[src/hw/rtl/graph_depth_first_trace_unit_macros.svh]
// assertion macros for the depth-first trace unit
// no dependencies; included by the top level only
`ifndef GRAPH_DEPTH_FIRST_TRACE_UNIT_MACROS_SVH
`define GRAPH_DEPTH_FIRST_TRACE_UNIT_MACROS_SVH

// same-cycle implication check
`define GDFT_ASSERT_IMP(label, clk, rst, ante, cons) \
   label: assert property (@(posedge clk) disable iff (rst) (ante) |-> (cons)) \
      else $error("gdft: same-cycle check failed");

// next-cycle implication check
`define GDFT_ASSERT_NEXT(label, clk, rst, ante, cons) \
   label: assert property (@(posedge clk) disable iff (rst) (ante) |=> (cons)) \
      else $error("gdft: next-cycle check failed");

`endif

[src/hw/rtl/gdft_pkg.sv]
// shared types, step codes and the control store of the depth-first trace unit
// no dependencies
package gdft_pkg;

   localparam int unsigned VERTEX_W             = 4;
   localparam int unsigned VERTEX_COUNT_DEF     = 16;
   localparam int unsigned EDGES_PER_VERTEX_DEF = 16;
   localparam int unsigned PC_W                 = 4;

   localparam logic KIND_LINK  = 1'b0;
   localparam logic KIND_TRACE = 1'b1;

   // result status codes
   localparam logic STATUS_OK   = 1'b0;
   localparam logic STATUS_DROP = 1'b1;

   typedef logic [PC_W-1:0] step_type;

   // program step addresses
   localparam step_type STEP_IDLE     = 4'd0;
   localparam step_type STEP_DISPATCH = 4'd1;
   localparam step_type STEP_LINK     = 4'd2;
   localparam step_type STEP_INIT     = 4'd3;
   localparam step_type STEP_POP      = 4'd4;
   localparam step_type STEP_LOAD     = 4'd5;
   localparam step_type STEP_SCAN     = 4'd6;
   localparam step_type STEP_VISIT    = 4'd7;
   localparam step_type STEP_EMIT     = 4'd8;
   localparam step_type STEP_BAD      = 4'd9;

   typedef struct packed {
      logic                kind;
      logic [VERTEX_W-1:0] source_vertex;
      logic [VERTEX_W-1:0] target_vertex;
      logic [VERTEX_W-1:0] start_vertex;
   } req_type;

   typedef struct packed {
      logic [VERTEX_W-1:0] visited_vertex;
      logic                status;
      logic                last;
   } rsp_type;

   typedef enum logic [3:0] {
      ACT_NONE,
      ACT_LINK,
      ACT_INIT,
      ACT_POP,
      ACT_LOAD,
      ACT_SCAN,
      ACT_VISIT,
      ACT_EMIT_CUR,
      ACT_EMIT_START
   } action_type;

   typedef enum logic [2:0] {
      COND_NEVER,
      COND_ALWAYS,
      COND_NO_START,
      COND_TRACE,
      COND_BAD_START,
      COND_CNT_ZERO,
      COND_STACK_LIVE
   } cond_type;

   // one control word: datapath action, jump condition and target,
   // and whether a failed jump ends the program
   typedef struct packed {
      action_type action;
      cond_type   cond;
      step_type   target;
      logic       end_else;
   } uword_type;

   // datapath status seen by the sequencer
   typedef struct packed {
      logic is_trace;
      logic start_bad;
      logic cnt_zero;
      logic stack_live;
   } flags_type;

   // control store
   function automatic uword_type gdft_rom(step_type step);
      uword_type w;
      unique case (step)
         STEP_IDLE:     w = '{ACT_NONE,       COND_NO_START,   STEP_IDLE, 1'b0};
         STEP_DISPATCH: w = '{ACT_NONE,       COND_TRACE,      STEP_INIT, 1'b0};
         STEP_LINK:     w = '{ACT_LINK,       COND_ALWAYS,     STEP_IDLE, 1'b0};
         STEP_INIT:     w = '{ACT_INIT,       COND_BAD_START,  STEP_BAD,  1'b0};
         STEP_POP:      w = '{ACT_POP,        COND_NEVER,      STEP_IDLE, 1'b0};
         STEP_LOAD:     w = '{ACT_LOAD,       COND_NEVER,      STEP_IDLE, 1'b0};
         STEP_SCAN:     w = '{ACT_SCAN,       COND_CNT_ZERO,   STEP_EMIT, 1'b0};
         STEP_VISIT:    w = '{ACT_VISIT,      COND_ALWAYS,     STEP_SCAN, 1'b0};
         STEP_EMIT:     w = '{ACT_EMIT_CUR,   COND_STACK_LIVE, STEP_POP,  1'b1};
         STEP_BAD:      w = '{ACT_EMIT_START, COND_ALWAYS,     STEP_IDLE, 1'b0};
         default:       w = '{ACT_NONE,       COND_ALWAYS,     STEP_IDLE, 1'b0};
      endcase
      return w;
   endfunction

endpackage

[src/hw/rtl/gdft_seq.sv]
// microcode sequencer: step counter, control store lookup and jump logic
// depends on gdft_pkg
module gdft_seq (
   input  logic                   clock,
   input  logic                   reset,
   input  logic                   start,
   input  gdft_pkg::flags_type    flags,
   output gdft_pkg::action_type   action,
   output logic                   busy
);
   import gdft_pkg::*;

   step_type  pc_ff;
   step_type  pc_in;
   uword_type word;
   logic      take;

   assign word = gdft_rom(pc_ff);

   // jump condition
   always_comb begin
      unique case (word.cond)
         COND_NEVER:      take = 1'b0;
         COND_ALWAYS:     take = 1'b1;
         COND_NO_START:   take = !start;
         COND_TRACE:      take = flags.is_trace;
         COND_BAD_START:  take = flags.start_bad;
         COND_CNT_ZERO:   take = flags.cnt_zero;
         COND_STACK_LIVE: take = flags.stack_live;
         default:         take = 1'b1;
      endcase
   end

   // next step
   always_comb begin
      priority if (take) begin
         pc_in = word.target;
      end else if (word.end_else) begin
         pc_in = STEP_IDLE;
      end else begin
         pc_in = pc_ff + step_type'(1);
      end
   end

   always_ff @(posedge clock) begin
      if (reset) begin
         pc_ff <= STEP_IDLE;
      end else begin
         pc_ff <= pc_in;
      end
   end

   assign action = word.action;
   assign busy   = (pc_ff != STEP_IDLE);

endmodule

[src/hw/rtl/gdft_path.sv]
// datapath: edge store, edge counts, visited marks, walk stack and result register
// depends on gdft_pkg
module gdft_path #(
   parameter int unsigned VERTEX_COUNT     = gdft_pkg::VERTEX_COUNT_DEF,
   parameter int unsigned EDGES_PER_VERTEX = gdft_pkg::EDGES_PER_VERTEX_DEF
) (
   input  logic                  clock,
   input  logic                  reset,
   input  logic                  accept,
   input  gdft_pkg::req_type     req_data,
   input  gdft_pkg::action_type  action,
   output gdft_pkg::flags_type   flags,
   output logic                  rsp_valid,
   output gdft_pkg::rsp_type     rsp_data
);
   import gdft_pkg::*;

   localparam int unsigned VIW   = $clog2(VERTEX_COUNT);
   localparam int unsigned SIW   = $clog2(VERTEX_COUNT);
   localparam int unsigned SW    = $clog2(VERTEX_COUNT + 1);
   localparam int unsigned CW    = $clog2(EDGES_PER_VERTEX + 1);
   localparam int unsigned DEPTH = VERTEX_COUNT * EDGES_PER_VERTEX;
   localparam int unsigned AW    = $clog2(DEPTH);

   req_type             req_ff;
   logic [CW-1:0]       counts_ff [VERTEX_COUNT];
   logic [VERTEX_COUNT-1:0] visited_ff;
   logic [SW-1:0]       sp_ff;
   logic [CW-1:0]       cnt_ff;
   logic [VERTEX_W-1:0] cur_ff;
   logic [VERTEX_W-1:0] edge_mem [DEPTH];
   logic [VERTEX_W-1:0] edge_rd_ff;
   logic [VERTEX_W-1:0] stack_mem [VERTEX_COUNT];
   logic [VERTEX_W-1:0] stack_rd_ff;
   logic                rsp_valid_ff;
   rsp_type             rsp_ff;

   logic [VIW-1:0]      src_idx;
   logic [VIW-1:0]      start_idx;
   logic [VIW-1:0]      cur_idx;
   logic [VIW-1:0]      tgt_idx;
   logic [VIW-1:0]      load_idx;
   logic                src_ok;
   logic                dst_ok;
   logic                start_ok;
   logic [CW-1:0]       src_count;
   logic                link_ok;
   logic [AW-1:0]       link_addr;
   logic [CW-1:0]       scan_idx;
   logic [AW-1:0]       scan_addr;
   logic                tgt_new;
   logic [SIW-1:0]      pop_idx;
   logic                stack_we;
   logic [SIW-1:0]      stack_waddr;
   logic [VERTEX_W-1:0] stack_wdata;

   // link decode
   assign src_idx   = VIW'(req_ff.source_vertex);
   assign src_ok    = (32'(req_ff.source_vertex) < VERTEX_COUNT);
   assign dst_ok    = (32'(req_ff.target_vertex) < VERTEX_COUNT);
   assign src_count = counts_ff[src_idx];
   assign link_ok   = src_ok && dst_ok && (src_count != CW'(EDGES_PER_VERTEX));
   assign link_addr = AW'(src_idx) * AW'(EDGES_PER_VERTEX) + AW'(src_count);

   // trace decode
   assign start_idx = VIW'(req_ff.start_vertex);
   assign start_ok  = (32'(req_ff.start_vertex) < VERTEX_COUNT);
   assign cur_idx   = VIW'(cur_ff);
   assign load_idx  = VIW'(stack_rd_ff);
   assign scan_idx  = cnt_ff - CW'(1);
   assign scan_addr = AW'(cur_idx) * AW'(EDGES_PER_VERTEX) + AW'(scan_idx);
   assign tgt_idx   = VIW'(edge_rd_ff);
   assign tgt_new   = (32'(edge_rd_ff) < VERTEX_COUNT) && !visited_ff[tgt_idx];
   assign pop_idx   = SIW'(sp_ff - SW'(1));

   // stack write port: seed on init, push on a fresh neighbour
   always_comb begin
      stack_we    = 1'b0;
      stack_waddr = '0;
      stack_wdata = req_ff.start_vertex;
      unique case (action)
         ACT_INIT: begin
            stack_we = start_ok;
         end
         ACT_VISIT: begin
            stack_we    = tgt_new;
            stack_waddr = SIW'(sp_ff);
            stack_wdata = edge_rd_ff;
         end
         default: begin
            stack_we = 1'b0;
         end
      endcase
   end

   // request capture
   always_ff @(posedge clock) begin
      if (accept) begin
         req_ff <= req_data;
      end
   end

   // edge store, registered read
   always_ff @(posedge clock) begin
      if (action == ACT_LINK && link_ok) begin
         edge_mem[link_addr] <= req_ff.target_vertex;
      end
      if (action == ACT_SCAN) begin
         edge_rd_ff <= edge_mem[scan_addr];
      end
   end

   // walk stack, registered read
   always_ff @(posedge clock) begin
      if (stack_we) begin
         stack_mem[stack_waddr] <= stack_wdata;
      end
      if (action == ACT_POP) begin
         stack_rd_ff <= stack_mem[pop_idx];
      end
   end

   // walk registers
   always_ff @(posedge clock) begin
      if (action == ACT_LOAD) begin
         cur_ff <= stack_rd_ff;
         cnt_ff <= counts_ff[load_idx];
      end else if (action == ACT_SCAN && cnt_ff != '0) begin
         cnt_ff <= scan_idx;
      end
   end

   // edge counts, visited marks and stack depth
   always_ff @(posedge clock) begin
      if (reset) begin
         for (int i = 0; i < VERTEX_COUNT; i++) begin
            counts_ff[i] <= '0;
         end
         visited_ff <= '0;
         sp_ff      <= '0;
      end else begin
         unique case (action)
            ACT_LINK: begin
               if (link_ok) begin
                  counts_ff[src_idx] <= src_count + CW'(1);
               end
            end
            ACT_INIT: begin
               // marks cleared with only the start vertex set
               if (start_ok) begin
                  visited_ff <= VERTEX_COUNT'(1) << start_idx;
                  sp_ff      <= SW'(1);
               end
            end
            ACT_POP: begin
               sp_ff <= sp_ff - SW'(1);
            end
            ACT_VISIT: begin
               if (tgt_new) begin
                  visited_ff[tgt_idx] <= 1'b1;
                  sp_ff               <= sp_ff + SW'(1);
               end
            end
            default: begin
               sp_ff <= sp_ff;
            end
         endcase
      end
   end

   // result register
   always_ff @(posedge clock) begin
      if (reset) begin
         rsp_valid_ff <= 1'b0;
      end else begin
         rsp_valid_ff <= (action == ACT_LINK) || (action == ACT_EMIT_CUR) ||
                         (action == ACT_EMIT_START);
      end
      unique case (action)
         ACT_LINK:       rsp_ff <= '{'0, (link_ok ? STATUS_OK : STATUS_DROP), 1'b1};
         ACT_EMIT_CUR:   rsp_ff <= '{cur_ff, STATUS_OK, (sp_ff == '0)};
         ACT_EMIT_START: rsp_ff <= '{req_ff.start_vertex, STATUS_OK, 1'b1};
         default:        rsp_ff <= rsp_ff;
      endcase
   end

   assign flags.is_trace   = (req_ff.kind == KIND_TRACE);
   assign flags.start_bad  = !start_ok;
   assign flags.cnt_zero   = (cnt_ff == '0);
   assign flags.stack_live = (sp_ff != '0);

   assign rsp_valid = rsp_valid_ff;
   assign rsp_data  = rsp_ff;

endmodule

[src/hw/rtl/graph_depth_first_trace_unit.sv]
// link: dispatch, then link step registers the result; busy low with it; one link at a time
// trace: dispatch and init set up; per popped vertex: pop, load, scan and visit per stored edge,
// then a last scan and the emit, the result strobing at the end of that vertex's edge scan
// edge-store reads are never back to back; start-vertex out of range: one result
// synchronous reset clears edge counts, visited marks, stack depth and the step counter
// results cannot be stalled; each strobes for exactly one cycle
`include "graph_depth_first_trace_unit_macros.svh"

module graph_depth_first_trace_unit #(
   parameter int unsigned VERTEX_COUNT     = gdft_pkg::VERTEX_COUNT_DEF,
   parameter int unsigned EDGES_PER_VERTEX = gdft_pkg::EDGES_PER_VERTEX_DEF
) (
   input  logic               clock,
   input  logic               reset,
   input  logic               start,
   output logic               busy,
   input  gdft_pkg::req_type  req_data,
   output logic               rsp_valid,
   output gdft_pkg::rsp_type  rsp_data
);
   import gdft_pkg::*;

   action_type action;
   flags_type  flags;
   logic       accept;
   logic       rsp_drop;
   logic       link_shape;

   // input transfer
   assign accept = start && !busy;

   gdft_seq u_seq (
      .clock  (clock),
      .reset  (reset),
      .start  (start),
      .flags  (flags),
      .action (action),
      .busy   (busy)
   );

   gdft_path #(
      .VERTEX_COUNT     (VERTEX_COUNT),
      .EDGES_PER_VERTEX (EDGES_PER_VERTEX)
   ) u_path (
      .clock     (clock),
      .reset     (reset),
      .accept    (accept),
      .req_data  (req_data),
      .action    (action),
      .flags     (flags),
      .rsp_valid (rsp_valid),
      .rsp_data  (rsp_data)
   );

   // dropped link results carry no vertex and close the item
   assign rsp_drop   = rsp_valid && (rsp_data.status == STATUS_DROP);
   assign link_shape = (rsp_data.visited_vertex == '0) && rsp_data.last;

   // checks
   `GDFT_ASSERT_NEXT(a_accept_busy, clock, reset, start && !busy, busy)
   `GDFT_ASSERT_IMP(a_last_idle, clock, reset, rsp_valid && rsp_data.last, !busy)
   `GDFT_ASSERT_IMP(a_more_busy, clock, reset, rsp_valid && !rsp_data.last, busy)
   `GDFT_ASSERT_IMP(a_drop_zero, clock, reset, rsp_drop, link_shape)

endmodule
[config.mk]
export PLATFORM = sky130hd
export DESIGN_NAME = graph_depth_first_trace_unit
export DESIGN_NICKNAME = d
export VERILOG_FILES = /design/src/hw/rtl/gdft_pkg.sv /design/src/hw/rtl/gdft_seq.sv /design/src/hw/rtl/gdft_path.sv /design/src/hw/rtl/graph_depth_first_trace_unit.sv
export VERILOG_INCLUDE_DIRS = /design/src /design/src/hw/rtl
export SDC_FILE = /design/constraint.sdc
export NUM_CORES = 1
export LEC_CHECK = 0
export BUFFER_PORTS_ARGS = -buffer_cell sky130_fd_sc_hd__buf_2
export CORE_MARGIN = 2
export CORE_UTILIZATION = 39
export CTS_CLUSTER_SIZE = 25
export DETAILED_ROUTE_END_ITERATION = 12
export GPL_TIMING_DRIVEN = 0
export SLEW_MARGIN = 25
export SYNTH_ARGS = -nofsm -noshare
export SYNTH_HDL_FRONTEND = slang
export SYNTH_HIERARCHICAL = 1
export SYNTH_SLANG_ARGS = --single-unit
[constraint.sdc]
create_clock -name clock -period 8.18 [get_ports clock]
set_clock_uncertainty 0.05 [all_clocks]
set_input_delay 0.409 -clock clock [delete_from_list [all_inputs] [get_ports clock]]
set_output_delay 0.409 -clock clock [all_outputs]
set_load 0.01 [all_outputs]
After elaboration in Yosys (flattened, before gate mapping)
Memory sizes are Yosys's and may differ from the RTL's. A register that Yosys moved wholly into a read port is not among the register bits.
Cells that the tools add are included.
- memory bits (writable): 1168
- register bits after elaboration: 54
- latch bits: 0
- memories: 4
- ROM bits: 192
- memory list (memory ; words ; width ; read ports ; clocked after Yosys merged registers in ; write ports ; line ; source):
    u_path.edge_mem ; 256 ; 4 ; 1 ; 1 ; 1 ; gdft_path.sv:31 ; logic [VERTEX_W-1:0] edge_mem [DEPTH];
    (no name shown) ; 16 ; 12 ; 1 ; 1 ; 0 ; gdft_pkg.sv:86 ; unique case (step)
    u_path.counts_ff ; 16 ; 5 ; 2 ; 1 ; 16 ; gdft_path.sv:26 ; logic [CW-1:0] counts_ff [VERTEX_COUNT];
    u_path.stack_mem ; 16 ; 4 ; 1 ; 1 ; 1 ; gdft_path.sv:33 ; logic [VERTEX_W-1:0] stack_mem [VERTEX_COUNT];
- add/sub/neg operators: 7
- muxes and demuxes: 33
- order comparisons: 2
- shift operators: 1
- equal/unequal tests: 15
- reductions and logical operators: 23
- divide/modulo/power cells: 0
- multiply operators: 0
- bitwise gates (word level): 1
- operators with widths (cell ; count):
    case mux 16 bit (2 select lines) ; 1
    2-to-1 mux 4 bit ; 7
    2-to-1 mux 5 bit ; 4
    case mux 6 bit (3 select lines) ; 1
    adder 8 x 5 -> 8 bit ; 2
    == test 4 x 3 -> 1 bit, second input constant ; 4
    2-to-1 mux 16 bit ; 1
    bitwise OR 16 bit ; 1
    << shifter 1 x 4 -> 16 bit, first input constant ; 1
    case mux 5 bit (3 select lines) ; 1
    2-to-1 mux 1 bit ; 14
    adder 5 x 1 -> 5 bit, second input constant ; 2
    logical NOT 5 bit ; 2
    nonzero test 5 bit ; 2
    subtractor 5 x 1 -> 5 bit, second input constant ; 2
    == test 3 bit, second input constant ; 3
    == test 4 x 2 -> 1 bit, second input constant ; 2
    == test 3 x 2 -> 1 bit, second input constant ; 2
    nonzero test 3 bit ; 2
    < comparator 4 x 5 -> 1 bit, second input constant ; 1
    != test 5 bit, second input constant ; 1
    case mux 1 bit (5 select lines) ; 1
    OR reduction 5 bit ; 1
    adder 4 x 1 -> 4 bit, second input constant ; 1
    15 further kinds ; 23

Longest topological paths before layout
- word-level depth: 7
- mapped depth: 17
- depth with buffers taken out: 13

Cells and area by module
Netlist, hierarchy kept.
- by module, submodules not included (module ; seq. area each (µm²) ; area an instance (µm²) ; cells an instance ; instances):
    gdft_path ; 36675.2 ; 50184.4 ; 2658 ; 1
    gdft_seq ; 320.3 ; 983.4 ; 104 ; 1
    graph_depth_first_trace_unit ; 0.0 ; 13.8 ; 1 ; 1

Least setup slack after synthesis
OpenSTA, ideal clock, no wires.
- path type: register to register
- start point: reg u_path.cnt_ff[0]
- end point: reg u_path.edge_rd_ff[2], read port of u_path.edge_mem (data pin)
- setup slack: 3.966 ns
- arrival: 3.890 ns
- library setup time: 0.275 ns
- clock period less this slack: 4.214 ns
- buffers on the path: 8
- stages on the path, launching flop included: 16
- cells stage by stage: edfxtp_1 > buf_2 > buf_2 > buf_2 > buf_1 > inv_1 > ha_1 > clkbuf_1 > clkbuf_1 > buf_1 > clkbuf_1 > mux4_2 > a22oi_1 > a21oi_1 > nor4_1 > o221ai_1
- cells in the longest elaborated chain, start to end: 2
- ends and longest elaborated chain (item ; line ; source):
    start, declared ; gdft_path.sv:29 ; logic [CW-1:0] cnt_ff;
    start signal, assigned ; gdft_path.sv:127 ; cnt_ff <= counts_ff[load_idx];
    start signal, assigned ; gdft_path.sv:129 ; cnt_ff <= scan_idx;
    subtractor 5 x 1 -> 5 bit ; gdft_path.sv:70 ; assign scan_idx = cnt_ff - CW'(1);
    adder 8 x 5 -> 8 bit ; gdft_path.sv:71 ; assign scan_addr = AW'(cur_idx) * AW'(EDGES_PER_VERTEX) + AW'(scan_idx);
    end, declared ; gdft_path.sv:32 ; logic [VERTEX_W-1:0] edge_rd_ff;
No other way between the ends.
A chain may end at the register's enable or synchronous reset.

Worst setup path after layout
- start point: reg u_path.cnt_ff[0]
- end point: reg u_path.edge_rd_ff[0], read port of u_path.edge_mem (data pin)
The elaborated chain is that of the path after synthesis.

==> qor.yml <==
synth.distinct_cells: 71
fp.coreArea_mm2: 0.130
dieWidth_um: 366
firstDrtPassIters: 6
drcViolationCount: 0
ir_drop_mv: 0.225
ys.flop_type: "edfxtp_1"
io_pins: 24
tightest_slew_ns: 1.07
dp_hpwl_um: 92900
max_stage_delay_ns: 0.81
nFillCells: 11049
cts_buffer_depth: 3
end_kind: "flop"
worstPathArrival_ns: 7.57
max_freq_ghz: 0.138
htreeDepth: 4
setup_violations: 0
synth_edf_count: 1204
r2r_setup_slack_ns: 0.96
cts_tree: "built"
routabilityCongestion: 0.891
post_dp_cell_area_mm2: 0.0544
dieArea_mm2: 0.134
grt_pass1_vias: 28468
synth_nets: 2798
via_per_inst: 5.77
hp-class: "in2reg"
insertion_delay_ns: 0.76
cts_sinks: 1246
min_from: "reset"
p_per_area_mw_per_mm2: 276
antenna_found_initial: 1
layout_min_cycle_time_ns: 7.22
postCtsHoldBufs: 13
final_nets: 3022
syn-instance-count: 2763
routed-via-count: 27885
die_h_um: 366
yosys.area.top_type: "edfxtp_1"
grt-ovfl-total: 0
drt-total-wl_um: 133000
status: "finished, final reports clean"
fin_crit_sh_pct: 88.3
start_kind: "flop"
port_buffers: 23
postLayoutCellArea_mm2: 0.0588
worstReg2RegEnd: "u_path/edge_rd_ff[0]"
drtIter0Drc: 3649
initial_core_util_pct: 39.4
avgSynthCellArea_um2: 18.5
report.final.slew_viol_count: 0
slew_headroom_pct: 28.4
synth_top_area_share_pct: 70.6
grt_pass1_wl_um: 195000
grt_max_degree: 26
critPathMostFrequentCell: "buf_2"
track_usage_pct: 19.7
slowest_stage: "clkbuf_1"
finalPower_mw: 16.2
ys_ff_latch: 1246
p_leak_nw: 18.4
diodes: 0
synthArstFlopShare_pct: 0
whs_endpoint: "u_seq/pc_ff[0]"
max-cap-violations: 0
cts.repair.resized: 0
required_ns: 8.52
grt_setup_unrepaired: "no"
min_path_cells: 3
cts_setup_buffers: 0
num_rows: 132
drive_gt1_share_pct: 22.9
netlist_area_mm2: 0.0512
numCtsBuffers: 130
cts-root-buf: "clkbuf_16"
reg2regPathDepth: 15
ys_seq_area_share_pct: 72.3
crit_chain: "buf_2 > buf_2 > buf_2 > buf_2 > inv_1 > ha_1 > clkbuf_1 > buf_1 > clkbuf_1 > clkbuf_1 > mux4_2 > a22oi_1 > a21oi_1 > nor4_1 > o221ai_1"
post_drt_wl_per_cell_um: 27.5
setup_tns_ns: 0
hold_violations: 0
yosysWarningCount: 6
timing_worst_setup_path_type: "reg2reg"
antenna_left: 0
syn_to_final_growth_pct: 14.9
cp_max_fo: 10
synthTopCellsByArea: "edfxtp_1, mux4_2, nor2_1, dfxtp_1, mux2i_1"
r2r-start: "u_path/cnt_ff[0]"
clk_pin_slew_ns: 0.06
[synthesized netlist by cell type, drive strengths merged, types with 6 or more instances]
| library cell | number |
|---|---|
| clkbuf | 104 |
| ha | 19 |
| xor2 | 6 |
| a22oi | 64 |
| nor2b | 14 |
| nand2b | 10 |
| mux4 | 345 |
| o211a | 6 |
| edfxtp | 1204 |
| and2 | 19 |
| a31oi | 11 |
| nor3b | 7 |
| xnor2 | 11 |
| nor4 | 17 |
| a21oi | 61 |
| inv | 20 |
| nor2 | 349 |
| nor3 | 23 |
| nand3 | 22 |
| and3 | 13 |
| o21ai | 29 |
| nand2 | 133 |
| a211oi | 11 |
| buf | 74 |
| mux2i | 69 |
| o221ai | 11 |
| dfxtp | 42 |
[sequential cells by signal (all words and copies together), names as in the netlist, 5 cells and up, named ones only]
name               cells
u_path/cnt_ff          5
u_path/counts_ff      80
u_path/edge_mem     1024
u_path/rsp_data        6
u_path/sp_ff           5
u_path/stack_mem      64
u_path/visited_ff     16
u_seq/word            12
[per-stage QoR]
stage	util [%]	cells	hold slack, ns	setup slack, ns
6_report	45.3	4835	0.114	0.959
3_5_place_dp	41.9	4584	0.462	1.01
3_3_place_gp	41.2	4528	0.459	0.536
5_1_grt	45.3	4835	0.0795	0.786
4_1_cts	45.3	4835	0.0396	0.953
2_1_floorplan	-	2763	0.374	3.97
[layout make-up]
| type | count | area, µm² | area share, % |
|---|---|---|---|
| Clock inverter | 81 | 820 | 1.39 |
| Buffer | 178 | 807 | 1.37 |
| Multi-Input combinational cell | 1316 | 13300 | 22.7 |
| Tap cell | 1742 | 2180 | 3.71 |
| Clock buffer | 157 | 3420 | 5.81 |
| Inverter | 23 | 86.3 | 0.147 |
| Sequential cell | 1246 | 37000 | 62.9 |
| Timing Repair Buffer | 92 | 1140 | 1.94 |
[placed cells by master, fill, tap and decap left out, drive strengths merged, types with 5 or more instances in the layout]
| cell | count |
|---|---|
| nand2 | 133 |
| o21a | 5 |
| mux4 | 345 |
| mux2 | 5 |
| or2 | 5 |
| dlygate4sd3 | 13 |
| a31oi | 11 |
| a211oi | 11 |
| o221ai | 11 |
| dfxtp | 42 |
| clkinv | 60 |
| bufinv | 10 |
| buf | 153 |
| nor2b | 14 |
| clkbuf | 261 |
| nor3 | 23 |
| o31ai | 5 |
| inv | 28 |
| ha | 19 |
| nor2 | 349 |
| xnor2 | 11 |
| clkinvlp | 6 |
| xor2 | 6 |
| nor3b | 7 |
| and3 | 13 |
| o21ai | 29 |
| a32oi | 5 |
| nand3 | 22 |
| edfxtp | 1204 |
| nand2b | 10 |
| a22oi | 64 |
| nor4 | 17 |
| and2 | 19 |
| a21oi | 61 |
| mux2i | 69 |
| o211a | 6 |
[report_power, final]
part / internal (mW) / switching, mW
logic: 0.920 / 1.89
clock network: 3.34 / 2.50
registers: 7.50 / 0.0969
[critical path: cells and delay by family, from the launching register on]
| kind | cells | cell delay (ns) |
|---|---|---|
| AO/OA/AOI/OAI | 3 | 0.89 |
| adder cells (fa/ha/maj) | 1 | 0.45 |
| buffers and inverters | 9 | 4.04 |
| flip-flops | 1 | 0.33 |
| multiplexers | 1 | 0.42 |
| AND/OR/NAND/NOR | 1 | 0.65 |
[worst max path at each step]
stage	start	end	slack, ns	depth (start not counted)
after detailed placement	u_path/cnt_ff[0]	u_path/edge_rd_ff[0]	1.01	15
after global routing	u_path/cnt_ff[0]	u_path/edge_rd_ff[2]	0.79	15
after floorplan	u_path/cnt_ff[0]	u_path/edge_rd_ff[2]	3.97	15
after global placement	u_path/cnt_ff[0]	u_path/edge_rd_ff[1]	0.54	15
final	u_path/cnt_ff[0]	u_path/edge_rd_ff[0]	0.96	15
after CTS	u_path/cnt_ff[0]	u_path/edge_rd_ff[0]	0.95	15
[layer usage]
metal	track usage (%)	part of all wire (%)	up-vias
li1	-	-	11619
met1	26.6	40	14611
met4	5.56	2.4	2
met5	0	0.0098	-
met2	32.2	48	1454
met3	4.58	8.8	199
[logic make-up (layout without fill, tap and decap cells)]
logic type | Yosys count | in the layout | synth area share, %
AO/OA/AOI/OAI | 233 | 233 | 3.21
XOR/XNOR | 17 | 17 | 0.291
adder cells (fa/ha/maj) | 19 | 19 | 0.464
buffers and inverters | 201 | 531 | 1.71
flip-flops | 1246 | 1246 | 72.3
multiplexers | 419 | 419 | 16.7
other | 1 | 1 | 0.00733
AND/OR/NAND/NOR | 627 | 627 | 5.32
Power figures use the tool's default switching activity.
